File: config.mk
export PLATFORM = sky130hd
export DESIGN_NAME = rst_controller_order_two_core_flat
export DESIGN_NICKNAME = d
export VERILOG_FILES = /design/src/hw/rtl/rstc2_pkg.sv /design/src/hw/rtl/rstc2_if.sv /design/src/hw/rtl/rst_controller_order_two_core.sv /design/src/hw/rtl/rstc2_mac.sv /design/src/hw/rtl/rstc2_div.sv /design/src/flat_wrapper.sv
export SDC_FILE = /design/constraint.sdc
export NUM_CORES = 2
export LEC_CHECK = 0
export ABC_CLOCK_PERIOD_IN_PS = 10350
export BUFFER_PORTS_ARGS = -buffer_cell sky130_fd_sc_hd__clkbuf_2
export CAP_MARGIN = 10
export CORE_AREA = 3 3 474 476
export DETAILED_ROUTE_END_ITERATION = 8
export DIE_AREA = 0 0 477 479
export MAX_ROUTING_LAYER = met4
export PLACE_DENSITY = 0.52
export SLEW_MARGIN = 10
export SYNTH_ARGS = -nofsm -noshare
export SYNTH_HDL_FRONTEND = slang
export SYNTH_HIERARCHICAL = 1
export SYNTH_SLANG_ARGS = --single-unit
File: constraint.sdc
create_clock -name clk -period 10.35 [get_ports clk]
set_input_delay 0.5175 -clock clk [delete_from_list [all_inputs] [get_ports clk]]
set_output_delay 0.5175 -clock clk [all_outputs]
set_load 0.05 [all_outputs]
File: src/hw/rtl/rstc2_pkg.sv
// Shared types, constants and microcode for the second-order RST regulator.
// Used by every module of the block and the channel interfaces' users.
// Depends on nothing.
`timescale 1ns / 1ps

package rstc2_pkg;

  localparam int SIG_W      = 32;
  localparam int PROD_W     = 2 * SIG_W;
  localparam int ACC_W      = 68;
  localparam int FRAC_W     = 24;
  localparam int HIST_DEPTH = 3;
  localparam int DIV_BITS   = 32;
  localparam int CNT_W      = $clog2(DIV_BITS);
  localparam int PC_W       = 5;
  localparam int CFG_IDX_W  = 3;

  // Q8.24 one, used to lift the applied actuation into the Q.40 sum
  localparam logic signed [SIG_W-1:0] FRAC_ONE = SIG_W'(32'sh0100_0000);
  localparam logic signed [SIG_W-1:0] T0_RESET = FRAC_ONE;

  typedef enum logic [0:0] {
    CMD_STEP = 1'b0,
    CMD_CLIP = 1'b1
  } cmd_t;

  typedef enum logic [CFG_IDX_W-1:0] {
    CFG_R0 = 3'd0,
    CFG_R1 = 3'd1,
    CFG_R2 = 3'd2,
    CFG_S1 = 3'd3,
    CFG_S2 = 3'd4,
    CFG_T0 = 3'd5,
    CFG_T1 = 3'd6,
    CFG_T2 = 3'd7
  } cfg_idx_t;

  // Datapath action of one microcode step
  typedef enum logic [3:0] {
    OP_NOP      = 4'd0,
    OP_SHIFT    = 4'd1,
    OP_LOADU    = 4'd2,
    OP_ABS      = 4'd3,
    OP_DIVLD    = 4'd4,
    OP_DIVIT    = 4'd5,
    OP_STEPOUT  = 4'd6,
    OP_FAULTOUT = 4'd7,
    OP_REFOUT   = 4'd8
  } op_t;

  // Sequencing of one microcode step
  typedef enum logic [2:0] {
    C_SEQ  = 3'd0,
    C_LOOP = 3'd1,
    C_T0Z  = 3'd2,
    C_OVF  = 3'd3,
    C_END  = 3'd4
  } cond_t;

  // Multiplier operand pair
  typedef enum logic [3:0] {
    SEL_T0R0  = 4'd0,
    SEL_T1R1  = 4'd1,
    SEL_T2R2  = 4'd2,
    SEL_R0M0  = 4'd3,
    SEL_R1M1  = 4'd4,
    SEL_R2M2  = 4'd5,
    SEL_S1U1  = 4'd6,
    SEL_S2U2  = 4'd7,
    SEL_ONEU0 = 4'd8
  } sel_t;

  typedef struct packed {
    op_t             op;
    cond_t           cond;
    logic            mul_en;
    sel_t            sel;
    logic            acc_en;
    logic            acc_neg;
    logic            acc_clr;
    logic [PC_W-1:0] target;
  } uword_t;

  typedef struct packed {
    logic mul_en;
    logic acc_clr;
    logic acc_en;
    logic acc_neg;
  } mac_ctrl_t;

  typedef struct packed {
    logic abs_ld;
    logic div_ld;
    logic div_it;
  } div_ctrl_t;

  localparam logic [PC_W-1:0] PC_STEP   = 5'd0;
  localparam logic [PC_W-1:0] PC_CLIP   = 5'd16;
  localparam logic [PC_W-1:0] PC_DIVIT  = 5'd28;
  localparam logic [PC_W-1:0] PC_REFOUT = 5'd29;
  localparam logic [PC_W-1:0] PC_FAULT  = 5'd30;

  function automatic uword_t uw(input op_t op, input cond_t cond, input logic mul_en,
                                input sel_t sel, input logic acc_en, input logic acc_neg,
                                input logic acc_clr, input logic [PC_W-1:0] target);
    uword_t w;
    w.op      = op;
    w.cond    = cond;
    w.mul_en  = mul_en;
    w.sel     = sel;
    w.acc_en  = acc_en;
    w.acc_neg = acc_neg;
    w.acc_clr = acc_clr;
    w.target  = target;
    return w;
  endfunction

  // Control store. A step that accumulates adds or subtracts the product issued by the step before.
  function automatic uword_t ucode(input logic [PC_W-1:0] pc);
    uword_t w;
    case (pc)
      // control step: shift histories, then T*ref - R*meas - S*u
      5'd0:  w = uw(OP_SHIFT,    C_SEQ,  1'b0, SEL_T0R0,  1'b0, 1'b0, 1'b1, PC_STEP);
      5'd1:  w = uw(OP_NOP,      C_SEQ,  1'b1, SEL_T0R0,  1'b0, 1'b0, 1'b0, PC_STEP);
      5'd2:  w = uw(OP_NOP,      C_SEQ,  1'b1, SEL_T1R1,  1'b1, 1'b0, 1'b0, PC_STEP);
      5'd3:  w = uw(OP_NOP,      C_SEQ,  1'b1, SEL_T2R2,  1'b1, 1'b0, 1'b0, PC_STEP);
      5'd4:  w = uw(OP_NOP,      C_SEQ,  1'b1, SEL_R0M0,  1'b1, 1'b0, 1'b0, PC_STEP);
      5'd5:  w = uw(OP_NOP,      C_SEQ,  1'b1, SEL_R1M1,  1'b1, 1'b1, 1'b0, PC_STEP);
      5'd6:  w = uw(OP_NOP,      C_SEQ,  1'b1, SEL_R2M2,  1'b1, 1'b1, 1'b0, PC_STEP);
      5'd7:  w = uw(OP_NOP,      C_SEQ,  1'b1, SEL_S1U1,  1'b1, 1'b1, 1'b0, PC_STEP);
      5'd8:  w = uw(OP_NOP,      C_SEQ,  1'b1, SEL_S2U2,  1'b1, 1'b1, 1'b0, PC_STEP);
      5'd9:  w = uw(OP_NOP,      C_SEQ,  1'b0, SEL_T0R0,  1'b1, 1'b1, 1'b0, PC_STEP);
      5'd10: w = uw(OP_STEPOUT,  C_END,  1'b0, SEL_T0R0,  1'b0, 1'b0, 1'b0, PC_STEP);
      // clip command: load applied actuation, form numerator, divide by t0 (fault if t0 is zero)
      5'd16: w = uw(OP_LOADU,    C_SEQ,  1'b0, SEL_T0R0,  1'b0, 1'b0, 1'b1, PC_CLIP);
      5'd17: w = uw(OP_NOP,      C_T0Z,  1'b1, SEL_ONEU0, 1'b0, 1'b0, 1'b0, PC_FAULT);
      5'd18: w = uw(OP_NOP,      C_SEQ,  1'b1, SEL_R0M0,  1'b1, 1'b0, 1'b0, PC_CLIP);
      5'd19: w = uw(OP_NOP,      C_SEQ,  1'b1, SEL_R1M1,  1'b1, 1'b0, 1'b0, PC_CLIP);
      5'd20: w = uw(OP_NOP,      C_SEQ,  1'b1, SEL_R2M2,  1'b1, 1'b0, 1'b0, PC_CLIP);
      5'd21: w = uw(OP_NOP,      C_SEQ,  1'b1, SEL_S1U1,  1'b1, 1'b0, 1'b0, PC_CLIP);
      5'd22: w = uw(OP_NOP,      C_SEQ,  1'b1, SEL_S2U2,  1'b1, 1'b0, 1'b0, PC_CLIP);
      5'd23: w = uw(OP_NOP,      C_SEQ,  1'b1, SEL_T1R1,  1'b1, 1'b0, 1'b0, PC_CLIP);
      5'd24: w = uw(OP_NOP,      C_SEQ,  1'b1, SEL_T2R2,  1'b1, 1'b1, 1'b0, PC_CLIP);
      5'd25: w = uw(OP_NOP,      C_SEQ,  1'b0, SEL_T0R0,  1'b1, 1'b1, 1'b0, PC_CLIP);
      5'd26: w = uw(OP_ABS,      C_SEQ,  1'b0, SEL_T0R0,  1'b0, 1'b0, 1'b0, PC_CLIP);
      5'd27: w = uw(OP_DIVLD,    C_OVF,  1'b0, SEL_T0R0,  1'b0, 1'b0, 1'b0, PC_REFOUT);
      5'd28: w = uw(OP_DIVIT,    C_LOOP, 1'b0, SEL_T0R0,  1'b0, 1'b0, 1'b0, PC_DIVIT);
      5'd29: w = uw(OP_REFOUT,   C_END,  1'b0, SEL_T0R0,  1'b0, 1'b0, 1'b0, PC_CLIP);
      5'd30: w = uw(OP_FAULTOUT, C_END,  1'b0, SEL_T0R0,  1'b0, 1'b0, 1'b0, PC_CLIP);
      default: w = uw(OP_NOP,    C_END,  1'b0, SEL_T0R0,  1'b0, 1'b0, 1'b0, PC_STEP);
    endcase
    return w;
  endfunction

endpackage

File: src/hw/rtl/rstc2_if.sv
// Valid/ready channel interfaces of the RST regulator: command in, result out.
// Plain logic payloads; no package needed.
`timescale 1ns / 1ps

interface rstc2_in_if;
  logic               valid;
  logic               ready;
  logic               cmd;
  logic signed [31:0] measurement;
  logic signed [31:0] reference;
  logic signed [31:0] applied_actuation;

  modport source (output valid, output cmd, output measurement, output reference,
                  output applied_actuation, input ready);
  modport sink   (input valid, input cmd, input measurement, input reference,
                  input applied_actuation, output ready);
endinterface

interface rstc2_out_if;
  logic               valid;
  logic               ready;
  logic signed [31:0] actuation;
  logic signed [31:0] corrected_reference;
  logic               fault;

  modport source (output valid, output actuation, output corrected_reference,
                  output fault, input ready);
  modport sink   (input valid, input actuation, input corrected_reference,
                  input fault, output ready);
endinterface

File: src/hw/rtl/rst_controller_order_two_core.sv
// Top level of the second-order RST regulator: microcode sequencer,
// histories, coefficient registers and output register.
// Depends on rstc2_pkg, rstc2_if, rstc2_mac and rstc2_div.
`timescale 1ns / 1ps
//
// Usage
//   in_ch carries one command word: cmd 0 is a control step (measurement and
//   reference), cmd 1 a clip command (applied_actuation). Every command word
//   yields exactly one result word on out_ch.
//   Coefficients are written through cfg_we/cfg_index/cfg_data while idle.
//   Work runs from a microcode table, one control word per cycle except while
//   the final word waits for the output register, through one shared multiplier
//   and accumulator and a one-bit-per-cycle divider. A clip command runs a
//   32-step divide loop, skipped when the quotient saturates early; when t0 is
//   zero it ends with a fault without dividing. A control step and a clip
//   command each run eight multiply steps. One command is in work at a time;
//   the next is accepted as soon as the previous one's last control word has run.
//   A result waits in the output register while out_ch.ready is low; a new
//   command may be accepted meanwhile, and its final step holds until the
//   register is free.
//   Reset (rst_n low, synchronous) clears histories to zero, coefficients to
//   zero with t0 = 1.0, and drops any pending result.

module rst_controller_order_two_core (
  input  logic                                    clk,
  input  logic                                    rst_n,
  rstc2_in_if.sink                                in_ch,
  rstc2_out_if.source                             out_ch,
  input  logic                                    cfg_we,
  input  logic [rstc2_pkg::CFG_IDX_W-1:0]         cfg_index,
  input  logic signed [rstc2_pkg::SIG_W-1:0]      cfg_data
);
  import rstc2_pkg::*;

  localparam logic signed [SIG_W-1:0] SMAX = {1'b0, {(SIG_W-1){1'b1}}};
  localparam logic signed [SIG_W-1:0] SMIN = {1'b1, {(SIG_W-1){1'b0}}};
  localparam logic signed [ACC_W-1:0] HALF = ACC_W'(1) << (FRAC_W-1);
  localparam logic signed [ACC_W-1:0] HI_MAX = ACC_W'(SMAX);
  localparam logic signed [ACC_W-1:0] HI_MIN = ACC_W'(SMIN);

  // coefficients
  logic signed [SIG_W-1:0] r_coeff_r [HIST_DEPTH];
  logic signed [SIG_W-1:0] t_coeff_r [HIST_DEPTH];
  logic signed [SIG_W-1:0] s1_coeff_r;
  logic signed [SIG_W-1:0] s2_coeff_r;

  // histories, index 0 newest
  logic signed [SIG_W-1:0] meas_r [HIST_DEPTH];
  logic signed [SIG_W-1:0] ref_r  [HIST_DEPTH];
  logic signed [SIG_W-1:0] act_r  [HIST_DEPTH];

  // captured command word
  logic signed [SIG_W-1:0] in_meas_r;
  logic signed [SIG_W-1:0] in_ref_r;
  logic signed [SIG_W-1:0] in_app_r;

  // sequencer
  logic                busy_r;
  logic [PC_W-1:0]     pc_r;
  logic [PC_W-1:0]     pc_nxt;
  logic [CNT_W-1:0]    cnt_r;
  uword_t              uw_cur;
  logic                out_free;
  logic                stall;
  logic                exe;
  logic                in_acc;

  // output register
  logic                    out_valid_r;
  logic signed [SIG_W-1:0] out_act_r;
  logic signed [SIG_W-1:0] out_cref_r;
  logic                    out_fault_r;

  // datapath
  mac_ctrl_t               mac_ctrl;
  div_ctrl_t               div_ctrl;
  logic signed [SIG_W-1:0] op_a;
  logic signed [SIG_W-1:0] op_b;
  logic signed [ACC_W-1:0] acc;
  logic signed [SIG_W-1:0] div_res;
  logic                    div_ovf;
  logic signed [ACC_W-1:0] rnd;
  logic signed [ACC_W-1:0] rnd_hi;
  logic signed [SIG_W-1:0] step_u;
  logic                    t0_zero;

  assign uw_cur   = ucode(pc_r);
  assign out_free = !out_valid_r || out_ch.ready;
  assign stall    = (uw_cur.cond == C_END) && !out_free;
  assign exe      = busy_r && !stall;
  assign in_acc   = in_ch.valid && in_ch.ready;
  assign t0_zero  = (t_coeff_r[0] == '0);

  assign in_ch.ready = !busy_r;

  assign out_ch.valid               = out_valid_r;
  assign out_ch.actuation           = out_act_r;
  assign out_ch.corrected_reference = out_cref_r;
  assign out_ch.fault               = out_fault_r;

  // decode control word into unit controls
  always_comb begin
    mac_ctrl.mul_en  = exe && uw_cur.mul_en;
    mac_ctrl.acc_clr = exe && uw_cur.acc_clr;
    mac_ctrl.acc_en  = exe && uw_cur.acc_en;
    mac_ctrl.acc_neg = uw_cur.acc_neg;
    div_ctrl.abs_ld  = exe && (uw_cur.op == OP_ABS);
    div_ctrl.div_ld  = exe && (uw_cur.op == OP_DIVLD);
    div_ctrl.div_it  = exe && (uw_cur.op == OP_DIVIT);
  end

  // select multiplier operands
  always_comb begin
    case (uw_cur.sel)
      SEL_T0R0:  begin op_a = t_coeff_r[0]; op_b = ref_r[0];  end
      SEL_T1R1:  begin op_a = t_coeff_r[1]; op_b = ref_r[1];  end
      SEL_T2R2:  begin op_a = t_coeff_r[2]; op_b = ref_r[2];  end
      SEL_R0M0:  begin op_a = r_coeff_r[0]; op_b = meas_r[0]; end
      SEL_R1M1:  begin op_a = r_coeff_r[1]; op_b = meas_r[1]; end
      SEL_R2M2:  begin op_a = r_coeff_r[2]; op_b = meas_r[2]; end
      SEL_S1U1:  begin op_a = s1_coeff_r;   op_b = act_r[1];  end
      SEL_S2U2:  begin op_a = s2_coeff_r;   op_b = act_r[2];  end
      SEL_ONEU0: begin op_a = FRAC_ONE;     op_b = act_r[0];  end
      default:   begin op_a = '0;           op_b = '0;        end
    endcase
  end

  rstc2_mac u_mac (
    .clk  (clk),
    .ctrl (mac_ctrl),
    .op_a (op_a),
    .op_b (op_b),
    .acc  (acc)
  );

  rstc2_div u_div (
    .clk  (clk),
    .ctrl (div_ctrl),
    .num  (acc),
    .den  (t_coeff_r[0]),
    .res  (div_res),
    .ovf  (div_ovf)
  );

  // round Q.40 sum to Q16.16, ties up, then saturate
  always_comb begin
    rnd    = acc + HALF;
    rnd_hi = rnd >>> FRAC_W;
    if (rnd_hi > HI_MAX) begin
      step_u = SMAX;
    end else if (rnd_hi < HI_MIN) begin
      step_u = SMIN;
    end else begin
      step_u = rnd_hi[SIG_W-1:0];
    end
  end

  // next step address
  always_comb begin
    case (uw_cur.cond)
      C_SEQ:   pc_nxt = pc_r + PC_W'(1);
      C_LOOP:  pc_nxt = (cnt_r != '0) ? uw_cur.target : pc_r + PC_W'(1);
      C_T0Z:   pc_nxt = t0_zero ? uw_cur.target : pc_r + PC_W'(1);
      C_OVF:   pc_nxt = div_ovf ? uw_cur.target : pc_r + PC_W'(1);
      default: pc_nxt = pc_r;
    endcase
  end

  // sequencer: start on accept, advance, go idle on the final word
  always_ff @(posedge clk) begin
    if (!rst_n) begin
      busy_r <= 1'b0;
      pc_r   <= PC_STEP;
      cnt_r  <= '0;
    end else if (in_acc) begin
      busy_r <= 1'b1;
      pc_r   <= (in_ch.cmd == CMD_CLIP) ? PC_CLIP : PC_STEP;
    end else if (exe) begin
      if (uw_cur.cond == C_END) begin
        busy_r <= 1'b0;
      end
      pc_r <= pc_nxt;
      if (uw_cur.op == OP_DIVLD) begin
        cnt_r <= CNT_W'(DIV_BITS - 1);
      end else if (uw_cur.op == OP_DIVIT) begin
        cnt_r <= cnt_r - CNT_W'(1);
      end
    end
  end

  // capture command payload
  always_ff @(posedge clk) begin
    if (in_acc) begin
      in_meas_r <= in_ch.measurement;
      in_ref_r  <= in_ch.reference;
      in_app_r  <= in_ch.applied_actuation;
    end
  end

  // coefficient writes
  always_ff @(posedge clk) begin
    if (!rst_n) begin
      r_coeff_r[0] <= '0;
      r_coeff_r[1] <= '0;
      r_coeff_r[2] <= '0;
      s1_coeff_r   <= '0;
      s2_coeff_r   <= '0;
      t_coeff_r[0] <= T0_RESET;
      t_coeff_r[1] <= '0;
      t_coeff_r[2] <= '0;
    end else if (cfg_we) begin
      case (cfg_idx_t'(cfg_index))
        CFG_R0:  r_coeff_r[0] <= cfg_data;
        CFG_R1:  r_coeff_r[1] <= cfg_data;
        CFG_R2:  r_coeff_r[2] <= cfg_data;
        CFG_S1:  s1_coeff_r   <= cfg_data;
        CFG_S2:  s2_coeff_r   <= cfg_data;
        CFG_T0:  t_coeff_r[0] <= cfg_data;
        CFG_T1:  t_coeff_r[1] <= cfg_data;
        CFG_T2:  t_coeff_r[2] <= cfg_data;
        default: ;
      endcase
    end
  end

  // history updates
  always_ff @(posedge clk) begin
    if (!rst_n) begin
      for (int i = 0; i < HIST_DEPTH; i++) begin
        meas_r[i] <= '0;
        ref_r[i]  <= '0;
        act_r[i]  <= '0;
      end
    end else if (exe) begin
      case (uw_cur.op)
        OP_SHIFT: begin
          for (int i = HIST_DEPTH - 1; i > 0; i--) begin
            meas_r[i] <= meas_r[i-1];
            ref_r[i]  <= ref_r[i-1];
            act_r[i]  <= act_r[i-1];
          end
          meas_r[0] <= in_meas_r;
          ref_r[0]  <= in_ref_r;
        end
        OP_LOADU:   act_r[0] <= in_app_r;
        OP_STEPOUT: act_r[0] <= step_u;
        OP_REFOUT:  ref_r[0] <= div_res;
        default: ;
      endcase
    end
  end

  // output register: load on the final word, drop when taken
  always_ff @(posedge clk) begin
    if (!rst_n) begin
      out_valid_r <= 1'b0;
    end else if (exe && (uw_cur.cond == C_END) &&
                 ((uw_cur.op == OP_STEPOUT) || (uw_cur.op == OP_REFOUT) ||
                  (uw_cur.op == OP_FAULTOUT))) begin
      out_valid_r <= 1'b1;
    end else if (out_ch.ready) begin
      out_valid_r <= 1'b0;
    end
  end

  always_ff @(posedge clk) begin
    if (exe) begin
      case (uw_cur.op)
        OP_STEPOUT: begin
          out_act_r   <= step_u;
          out_cref_r  <= '0;
          out_fault_r <= 1'b0;
        end
        OP_REFOUT: begin
          out_act_r   <= '0;
          out_cref_r  <= div_res;
          out_fault_r <= 1'b0;
        end
        OP_FAULTOUT: begin
          out_act_r   <= '0;
          out_cref_r  <= ref_r[0];
          out_fault_r <= 1'b1;
        end
        default: ;
      endcase
    end
  end

endmodule

File: src/hw/rtl/rstc2_mac.sv
// Multiply-accumulate unit: one registered 32x32 signed multiplier and an
// exact 68-bit accumulator. Uses rstc2_pkg for widths and the control struct.
`timescale 1ns / 1ps

module rstc2_mac (
  input  logic                                clk,
  input  rstc2_pkg::mac_ctrl_t                ctrl,
  input  logic signed [rstc2_pkg::SIG_W-1:0]  op_a,
  input  logic signed [rstc2_pkg::SIG_W-1:0]  op_b,
  output logic signed [rstc2_pkg::ACC_W-1:0]  acc
);
  import rstc2_pkg::*;

  logic signed [PROD_W-1:0] prod_r;
  logic signed [ACC_W-1:0]  acc_r;
  logic signed [ACC_W-1:0]  prod_ext;

  // sign-extend product into accumulator width
  assign prod_ext = {{(ACC_W-PROD_W){prod_r[PROD_W-1]}}, prod_r};

  // register the product
  always_ff @(posedge clk) begin
    if (ctrl.mul_en) begin
      prod_r <= op_a * op_b;
    end
  end

  // clear or add/subtract the previous product
  always_ff @(posedge clk) begin
    if (ctrl.acc_clr) begin
      acc_r <= '0;
    end else if (ctrl.acc_en) begin
      if (ctrl.acc_neg) begin
        acc_r <= acc_r - prod_ext;
      end else begin
        acc_r <= acc_r + prod_ext;
      end
    end
  end

  assign acc = acc_r;

endmodule

File: src/hw/rtl/rstc2_div.sv
// Back-calculation divider: magnitudes, overflow test and a restoring
// divide producing one quotient bit per cycle, with signed saturation.
// Uses rstc2_pkg for widths and the control struct.
`timescale 1ns / 1ps

module rstc2_div (
  input  logic                                clk,
  input  rstc2_pkg::div_ctrl_t                ctrl,
  input  logic signed [rstc2_pkg::ACC_W-1:0]  num,
  input  logic signed [rstc2_pkg::SIG_W-1:0]  den,
  output logic signed [rstc2_pkg::SIG_W-1:0]  res,
  output logic                                ovf
);
  import rstc2_pkg::*;

  localparam logic signed [SIG_W-1:0] SMAX = {1'b0, {(SIG_W-1){1'b1}}};
  localparam logic signed [SIG_W-1:0] SMIN = {1'b1, {(SIG_W-1){1'b0}}};

  logic [ACC_W-1:0]    mag_r;
  logic [SIG_W-1:0]    dmag_r;
  logic                neg_r;
  logic [DIV_BITS-1:0] quot_r;
  logic [SIG_W-1:0]    rem_r;
  logic [SIG_W:0]      trial;
  logic                ge;
  logic                q_big;

  // quotient would not fit 32 bits when the upper numerator reaches the divisor
  assign ovf   = mag_r[ACC_W-1:DIV_BITS] >= (ACC_W-DIV_BITS)'(dmag_r);
  assign trial = {rem_r, quot_r[DIV_BITS-1]};
  assign ge    = trial >= {1'b0, dmag_r};

  // take magnitudes and result sign
  always_ff @(posedge clk) begin
    if (ctrl.abs_ld) begin
      mag_r  <= num[ACC_W-1] ? ACC_W'(-num) : ACC_W'(num);
      dmag_r <= den[SIG_W-1] ? SIG_W'(-den) : SIG_W'(den);
      neg_r  <= num[ACC_W-1] ^ den[SIG_W-1];
    end
  end

  // load partial remainder, then shift in one quotient bit a cycle
  always_ff @(posedge clk) begin
    if (ctrl.div_ld) begin
      rem_r  <= mag_r[DIV_BITS +: SIG_W];
      quot_r <= mag_r[DIV_BITS-1:0];
    end else if (ctrl.div_it) begin
      if (ge) begin
        rem_r <= SIG_W'(trial - {1'b0, dmag_r});
      end else begin
        rem_r <= trial[SIG_W-1:0];
      end
      quot_r <= {quot_r[DIV_BITS-2:0], ge};
    end
  end

  // saturate the truncated quotient to the signed range
  always_comb begin
    if (neg_r) begin
      q_big = ovf || (quot_r[DIV_BITS-1] && (|quot_r[DIV_BITS-2:0]));
      res   = q_big ? SMIN : SIG_W'(-quot_r);
    end else begin
      q_big = ovf || quot_r[DIV_BITS-1];
      res   = q_big ? SMAX : SIG_W'(quot_r);
    end
  end

endmodule

File: src/flat_wrapper.sv
// flat-port wrapper written by rule: the top's interface ports become plain ports
module rst_controller_order_two_core_flat import rstc2_pkg::*;
  (clk, rst_n, cfg_we, cfg_index, cfg_data, in_ch_valid, in_ch_cmd, in_ch_measurement, in_ch_reference, in_ch_applied_actuation, in_ch_ready, out_ch_valid, out_ch_actuation, out_ch_corrected_reference, out_ch_fault, out_ch_ready);
  rstc2_in_if in_ch_i ();
  rstc2_out_if out_ch_i ();
  input  logic clk;
  input  logic rst_n;
  input  logic cfg_we;
  input  logic [rstc2_pkg::CFG_IDX_W-1:0] cfg_index;
  input  logic signed [rstc2_pkg::SIG_W-1:0] cfg_data;
  input wire logic [$bits(in_ch_i.valid)-1:0] in_ch_valid;
  input wire logic [$bits(in_ch_i.cmd)-1:0] in_ch_cmd;
  input wire logic [$bits(in_ch_i.measurement)-1:0] in_ch_measurement;
  input wire logic [$bits(in_ch_i.reference)-1:0] in_ch_reference;
  input wire logic [$bits(in_ch_i.applied_actuation)-1:0] in_ch_applied_actuation;
  output wire logic [$bits(in_ch_i.ready)-1:0] in_ch_ready;
  output wire logic [$bits(out_ch_i.valid)-1:0] out_ch_valid;
  output wire logic [$bits(out_ch_i.actuation)-1:0] out_ch_actuation;
  output wire logic [$bits(out_ch_i.corrected_reference)-1:0] out_ch_corrected_reference;
  output wire logic [$bits(out_ch_i.fault)-1:0] out_ch_fault;
  input wire logic [$bits(out_ch_i.ready)-1:0] out_ch_ready;
  assign in_ch_i.valid = in_ch_valid;
  assign in_ch_i.cmd = in_ch_cmd;
  assign in_ch_i.measurement = in_ch_measurement;
  assign in_ch_i.reference = in_ch_reference;
  assign in_ch_i.applied_actuation = in_ch_applied_actuation;
  assign in_ch_ready = in_ch_i.ready;
  assign out_ch_valid = out_ch_i.valid;
  assign out_ch_actuation = out_ch_i.actuation;
  assign out_ch_corrected_reference = out_ch_i.corrected_reference;
  assign out_ch_fault = out_ch_i.fault;
  assign out_ch_i.ready = out_ch_ready;
  rst_controller_order_two_core u_core (.clk(clk), .rst_n(rst_n), .in_ch(in_ch_i), .out_ch(out_ch_i), .cfg_we(cfg_we), .cfg_index(cfg_index), .cfg_data(cfg_data));
endmodule
Yosys cells after proc, flatten, opt, wreduce, memory -nomap -nowiden
Memories as Yosys holds them, arrays and structs flattened. A register that Yosys moved wholly into a read port is not among the register bits.
Index checks and enable logic that the tools add are counted.
{ "totals": {"regBits": 534, "mem_bits_rw": 480, "romBits": 640, "in_bits": 137, "out_inout_bits": 67, "wordCells": 225, "memories": 6} }
{ "mem_list": {"columns": ["memory", "words", "word_bits", "read_ports", "rd_ports_with_merged_regs", "wr", "line", "rtl"], "rows": [
  ["(no name shown)", 32, 20, 1, 1, 0, "rstc2_pkg.sv:121", "case (pc)"],
  ["u_core.act_r", 3, 32, 3, 0, 3, "rst_controller_order_two_core.sv:50", "logic signed [SIG_W-1:0] act_r [HIST_DEPTH];"],
  ["u_core.meas_r", 3, 32, 3, 0, 3, "rst_controller_order_two_core.sv:48", "logic signed [SIG_W-1:0] meas_r [HIST_DEPTH];"],
  ["u_core.r_coeff_r", 3, 32, 3, 0, 3, "rst_controller_order_two_core.sv:42", "logic signed [SIG_W-1:0] r_coeff_r [HIST_DEPTH];"],
  ["u_core.ref_r", 3, 32, 3, 0, 3, "rst_controller_order_two_core.sv:49", "logic signed [SIG_W-1:0] ref_r [HIST_DEPTH];"],
  ["u_core.t_coeff_r", 3, 32, 3, 0, 3, "rst_controller_order_two_core.sv:43", "logic signed [SIG_W-1:0] t_coeff_r [HIST_DEPTH];"]
]} }
{ "op_classes": {"n_addsub": 9, "multipliers": 1, "magnitude_cmp": 4, "eq_ne": 27, "muxes": 92, "bitwise": 19, "n_reduce_logical": 46} }
{ "op_table": {"columns": ["op", "n"], "rows": [
  ["32-bit 2-to-1 mux", 27],
  ["32-bit one-hot mux with 9 select lines", 2],
  ["32-bit one-hot mux with 3 select lines", 1],
  ["68-bit by 25-bit adder with 68-bit output (second input constant)", 1],
  ["68-bit by 64-bit adder with 68-bit output", 1],
  ["68-bit 2-to-1 mux", 1],
  ["68-bit negation", 1],
  ["68-bit by 64-bit subtractor with 68-bit output", 1],
  ["67-bit 2-to-1 mux", 1],
  ["32-bit by 32-bit multiplier with 64-bit output", 1],
  ["32-bit negation", 2],
  ["32-bit one-hot mux with 2 select lines", 1],
  ["5-bit 2-to-1 mux", 10],
  ["1-bit 2-to-1 mux", 46],
  ["44-bit by 32-bit > comparator with 1-bit output (second input constant)", 1],
  ["44-bit by 32-bit < comparator with 1-bit output (second input constant)", 1],
  ["36-bit by 32-bit >= comparator with 1-bit output", 1],
  ["33-bit by 32-bit >= comparator with 1-bit output", 1],
  ["4-bit by 3-bit == test with 1-bit output (second input constant)", 8],
  ["32-bit zero test", 1],
  ["32-bit subtractor", 1],
  ["31-bit 2-to-1 mux", 1],
  ["31-bit OR reduction", 1],
  ["5-bit one-hot mux with 4 select lines", 1],
  ["other kinds (23)", 85]
]} }

Longest topological paths before layout
{ "depth": {"ltp_word": 11, "ltp_mapped": 36, "mapped_depth_nobuf": 32} }

Hierarchy
Netlist, hierarchy kept.
{ "modules_own_cells": {"columns": ["mod", "n_inst", "cells_each", "area_per_inst_um2", "seq_area_each_um2"], "rows": [
  ["rstc2_mac", 1, 5036, 46181.8, 3283.1],
  ["rst_controller_order_two_core", 1, 2241, 30396.7, 21130.3],
  ["rstc2_div", 1, 1162, 11569.8, 4954.8]
]} }

Worst setup path after synthesis
OpenSTA, ideal clock, no wires.
{ "synth_path": {"kind": "reg2reg", "from": "reg u_core/uw_cur[8] (netlist name)", "to": "reg u_core.u_mac.prod_r[63] (data pin)", "setup_ns": 0.260, "arrival_time_ns": 8.983, "required_time_ns": 10.090, "slack_ns": 1.107, "path_stages_with_launch": 31, "n_path_buf": 4, "synth_period_minus_slack_ns": 9.243, "cell_sequence": "dfxtp_1 -> clkbuf_1 -> nor4_1 -> clkbuf_1 -> a22oi_1 -> nand4_1 -> clkbuf_1 -> nand2_1 -> inv_1 -> fa_1 -> fa_1 -> fa_1 -> fa_1 -> inv_1 -> fa_1 -> inv_1 -> fa_1 -> inv_1 -> fa_1 -> inv_1 -> fa_1 -> ha_1 -> clkbuf_1 -> a21o_1 -> o21bai_1 -> a21oi_1 -> o21ai_1 -> a221o_1 -> a21o_1 -> a31oi_1 -> xnor2_1"} }
{ "synth_between": {"elab_chain_len": 3, "elab_cells_between_ends": 12, "cone_classes": "mul (1); eq/ne (8); mux (2); reduce/logical (1)"} }
{ "synth_rtl": {"columns": ["item", "line", "rtl"], "rows": [
  ["4-bit == test, or another cell as far along", "rst_controller_order_two_core.sv:114", "case (uw_cur.sel)"],
  ["32-bit one-hot mux with 9 select lines *", "rst_controller_order_two_core.sv:114", null],
  ["net u_core.op_a[31]", "rst_controller_order_two_core.sv:77", "logic signed [SIG_W-1:0] op_a;"],
  ["32-bit by 32-bit multiplier with 64-bit output *", "rstc2_mac.sv:24", "prod_r <= op_a * op_b;"],
  ["end signal: assignment", "rstc2_mac.sv:24", null],
  ["end: declaration", "rstc2_mac.sv:14", "logic signed [PROD_W-1:0] prod_r;"]
]} }
Mark *: on every way through the listed nets, which the timed path passes. The rest lies on a longest branch.
A chain may end at the register's enable or synchronous reset.

Final worst setup path
{ "layout_path": {"from": "reg u_core/uw_cur[10] (netlist name)", "to": "reg u_core.u_mac.prod_r[58] (data pin)"} }
{ "layout_between": {"elab_chain_len": 3, "elab_cells_between_ends": 12, "cone_classes": "mul (1); eq/ne (8); mux (2); reduce/logical (1)"} }
{ "layout_rtl": {"columns": ["item", "line"], "rows": [
  ["4-bit == test, or another cell as far along", "rst_controller_order_two_core.sv:114"],
  ["32-bit one-hot mux with 9 select lines *", "rst_controller_order_two_core.sv:114"],
  ["net u_core.op_a[21]", "rst_controller_order_two_core.sv:77"],
  ["32-bit by 32-bit multiplier with 64-bit output *", "rstc2_mac.sv:24"]
]} }
Marked as above.

==> key figures <==
Outcome
  • Run status: completed

Placed design
  • Number of port buffers: 203
  • RePlAce Congestion: 0.923
  • Post-DP HPWL: 228 mm
  • Dpl ws: 676 ps

Layout
  • Area of the multi-input gates: 53100 sq um
  • Fin nets: 10230
  • Filler instances: 21006
  • Commonest non-fill, non-tap cells in the layout: inv_1 (1091), fa_1 (1084), nand2_1 (870), edfxtp_1 (870), and2_1 (770)
  • Layout area overhead: 11.9%
  • Commonest non-fill, non-tap cell in the layout: inv_1
  • Ratio of cells with drive above 1 in the final layout: 8.93%
  • Register area: 29400 sq um

Hold path
  • Worst min path class: primary input to flip-flop
  • Worst Hold Depth: 3
  • Endpoint of the worst hold path: u_core/s1_coeff_r[9]
  • Worst hold start: cfg_data[9]

CTS
  • CTS tree: built
  • Clk sinks: 1032
  • Clk Latency, worst-skew pair: 770 ps
  • Clock buffer depth: 3
  • Clock-pin slew on the worst setup and hold paths: 60 ps
  • Clock root buffer: clkbuf_16
  • Num CTS Buffers: 111
  • H-tree Lvls: 3
  • Post-CTS setup buffer count: 0

Route
  • 1st-pass router iterations: 9
  • DRT Wirelength: 293 mm
  • Vias per cell: 5.51
  • First DRT Iteration DRCs: 6051
  • Post-DRT Antenna Nets: 0
  • Total number of vias: 64766
  • Avg WL per Cell: 24.9 um
  • Residual DRC: 0

Worst setup path
  • Reg-to-reg critical path endpoint: u_core/u_mac/prod_r[58]
  • Most frequent CP cell: fa_1
  • Slowest CP cell: fa_1
  • CP Class: flip-flop to flip-flop
  • Critical path data arrival time: 10250 ps
  • Worst Setup End Kind: flip-flop
  • Crit path max fanout: 34
  • Startpoint Class: flip-flop
  • R2R Setup Slk: 600 ps
  • Worst r2r path cells: 30
  • CP Data Required Time: 10850 ps
  • CP max stage delay: 580 ps
  • R2R Path Start: u_core/uw_cur[10]

STA
  • Final hold violations: 0
  • Fmax: 103 MHz
  • Setup TNS Final: 0 ps
  • Fin Clk Skew: 45.6 ps
  • Setup violations, final: 0
  • Pins Over Slew Limit: 0
  • Crit path time final: 9750 ps
  • Setup slack after layout: 601 ps
  • Slew @ Worst Pin: 1280 ps
  • Fin crit share: 94.2%
  • RSZ-0062 raised after global routing: no
  • Relative slew slack: 14.7%

Yosys
  • Synth Cell Area: 88100 sq um
  • Synthesized net count: 9991
  • Most used flip-flop cell after synthesis: edfxtp_1
  • Post-synth EDFFs: 870
  • Yosys cell types: 118
  • Syn_area_per_cell: 10.4 sq um
  • Synth Instances: 8439
  • #FFs+latches synth: 1032
  • Post-synthesis sequential area ratio: 33.3%
  • Ys async rst share: 0%
  • Synthesis Warnings: 6

Run
  • Max_cap viols: 0

Floorplan
  • Core area: 221000 sq um
  • Rows: 173
  • I/O Pins: 204
  • Die footprint: 228000 sq um
  • Die Ht: 479 um
  • Die width: 477 um
  • Initial Util: 39.8%

Global route
  • Gr usage total: 26.3%
  • Vias in the first global route: 66004
  • Global-route wire length before repair: 440 mm
  • Initial antenna violation count: 5
  • GRT overflow: 0
  • Largest net degree at the start of global routing: 71
-- metrics by stage --
step	cell area, sq um	hold WS (ps)	utilization (%)	instances
CTS	98700	2.79	44.6	11751
detailed placement	93700	446	42.3	11431
global placement	93700	442	42.3	11431
floorplan	88100	436	-	8439
global route	98700	34.9	44.6	11756
finish	98700	56.4	44.6	11757
-- logic make-up after synthesis --
family	share of synthesized area, %
flip-flops	33.3
XOR/XNOR	3.40
buffers and inverters	6.68
adder cells (fa/ha/maj)	29.3
multiplexers	0.870
AO/OA/AOI/OAI	11.0
AND/OR/NAND/NOR	15.4
-- registers in the layout, summed over array words and instances, names as in the netlist, 32 cells and up --
signal	count
u_core/u_div/quot_r	32
u_core/in_meas_r	32
u_core/t_coeff_r	96
u_core/u_div/rem_r	32
u_core/meas_r	96
u_core/u_mac/prod_r	64
u_core/in_app_r	32
u_core/in_ref_r	32
u_core/s1_coeff_r	32
u_core/u_div/dmag_r	32
u_core/u_div/mag_r	68
u_core/r_coeff_r	96
u_core/out_ch.actuation	32
u_core/ref_r	96
u_core/act_r	96
u_core/u_mac/acc	68
u_core/s2_coeff_r	32
u_core/out_ch.corrected_reference	32
-- critical path, delay by kind of cell, from the launching register on --
family	cells	cell delay, ps
buffers and inverters	6	1310
AO/OA/AOI/OAI	7	1400
flip-flops	1	510
XOR/XNOR	1	160
adder cells (fa/ha/maj)	9	4300
AND/OR/NAND/NOR	7	1730
-- worst max path at each step --
stage                      start  cells after the start                 endpoint  slack [ps]
2_1_floorplan   u_core/uw_cur[8]                     30  u_core/u_mac/prod_r[63]        1110
3_3_place_gp    u_core/uw_cur[9]                     28  u_core/u_mac/prod_r[58]         790
3_5_place_dp   u_core/uw_cur[10]                     30  u_core/u_mac/prod_r[58]         680
4_1_cts        u_core/uw_cur[10]                     30  u_core/u_mac/prod_r[58]         610
5_1_grt        u_core/uw_cur[10]                     30  u_core/u_mac/prod_r[58]         220
6_report       u_core/uw_cur[10]                     30  u_core/u_mac/prod_r[58]         600
-- synthesized netlist by cell type, types with 19 or more instances --
| cell type | n | area, sq um |
|---|---|---|
| xnor2_1 | 273 | 2390 |
| o31ai_1 | 32 | 240 |
| mux2_2 | 26 | 293 |
| nor4_1 | 38 | 238 |
| o21bai_1 | 38 | 285 |
| nor2b_1 | 116 | 726 |
| and3_1 | 43 | 269 |
| clkbuf_1 | 413 | 1550 |
| a221o_1 | 37 | 370 |
| or4_1 | 19 | 143 |
| fa_1 | 1084 | 21700 |
| a22o_1 | 97 | 850 |
| o21ai_0 | 183 | 916 |
| a222oi_1 | 74 | 741 |
| or3_1 | 34 | 213 |
| a211oi_1 | 30 | 225 |
| nand4_1 | 90 | 563 |
| a31oi_1 | 48 | 300 |
| nand2b_1 | 37 | 231 |
| xor2_1 | 69 | 604 |
| o21a_1 | 30 | 225 |
| o211ai_1 | 26 | 195 |
| dfxtp_1 | 162 | 3240 |
| inv_1 | 1092 | 4100 |
| edfxtp_1 | 870 | 26100 |
| nor2_1 | 283 | 1060 |
| mux2i_1 | 44 | 440 |
| nand3_1 | 125 | 626 |
| nor3_1 | 97 | 485 |
| and2_1 | 773 | 4840 |
| ha_1 | 331 | 4140 |
| a22oi_1 | 129 | 968 |
| nand2_1 | 873 | 3280 |
| a21o_1 | 119 | 893 |
| a21oi_1 | 344 | 1720 |
| o21ai_1 | 62 | 310 |
-- area by class of cell --
class,count,share of cell area [%]
multi-input cells,5860,53.9
clock inverters,86,1.01
well taps,2975,3.77
clock buffers,125,2.90
inverters,1096,4.17
diodes,6,0.0152
flip-flops and latches,1032,29.8
repair buffers,577,4.51
-- repair_timing --
item                      4_1_cts  5_1_grt
gates resized for setup         0        0
hold buffers                  109        0
hold endpoints to repair      121        0
-- routing by layer --
layer | routed length [um] | share of wire (%) | vias to the layer above | GRT usage [%]
met3 | 15200 | 5.2 | 404 | 2.87
li1 | - | - | 28792 | -
met5 | 0 | 0 | - | -
met2 | 141000 | 48 | 2042 | 42.7
met4 | 12800 | 4.4 | 0 | 9.96
met1 | 124000 | 42 | 33528 | 33.9
Power is left out: the tool's default activity adds up to more than one toggle a clock period on the data nets, which glitch-free logic cannot reach.
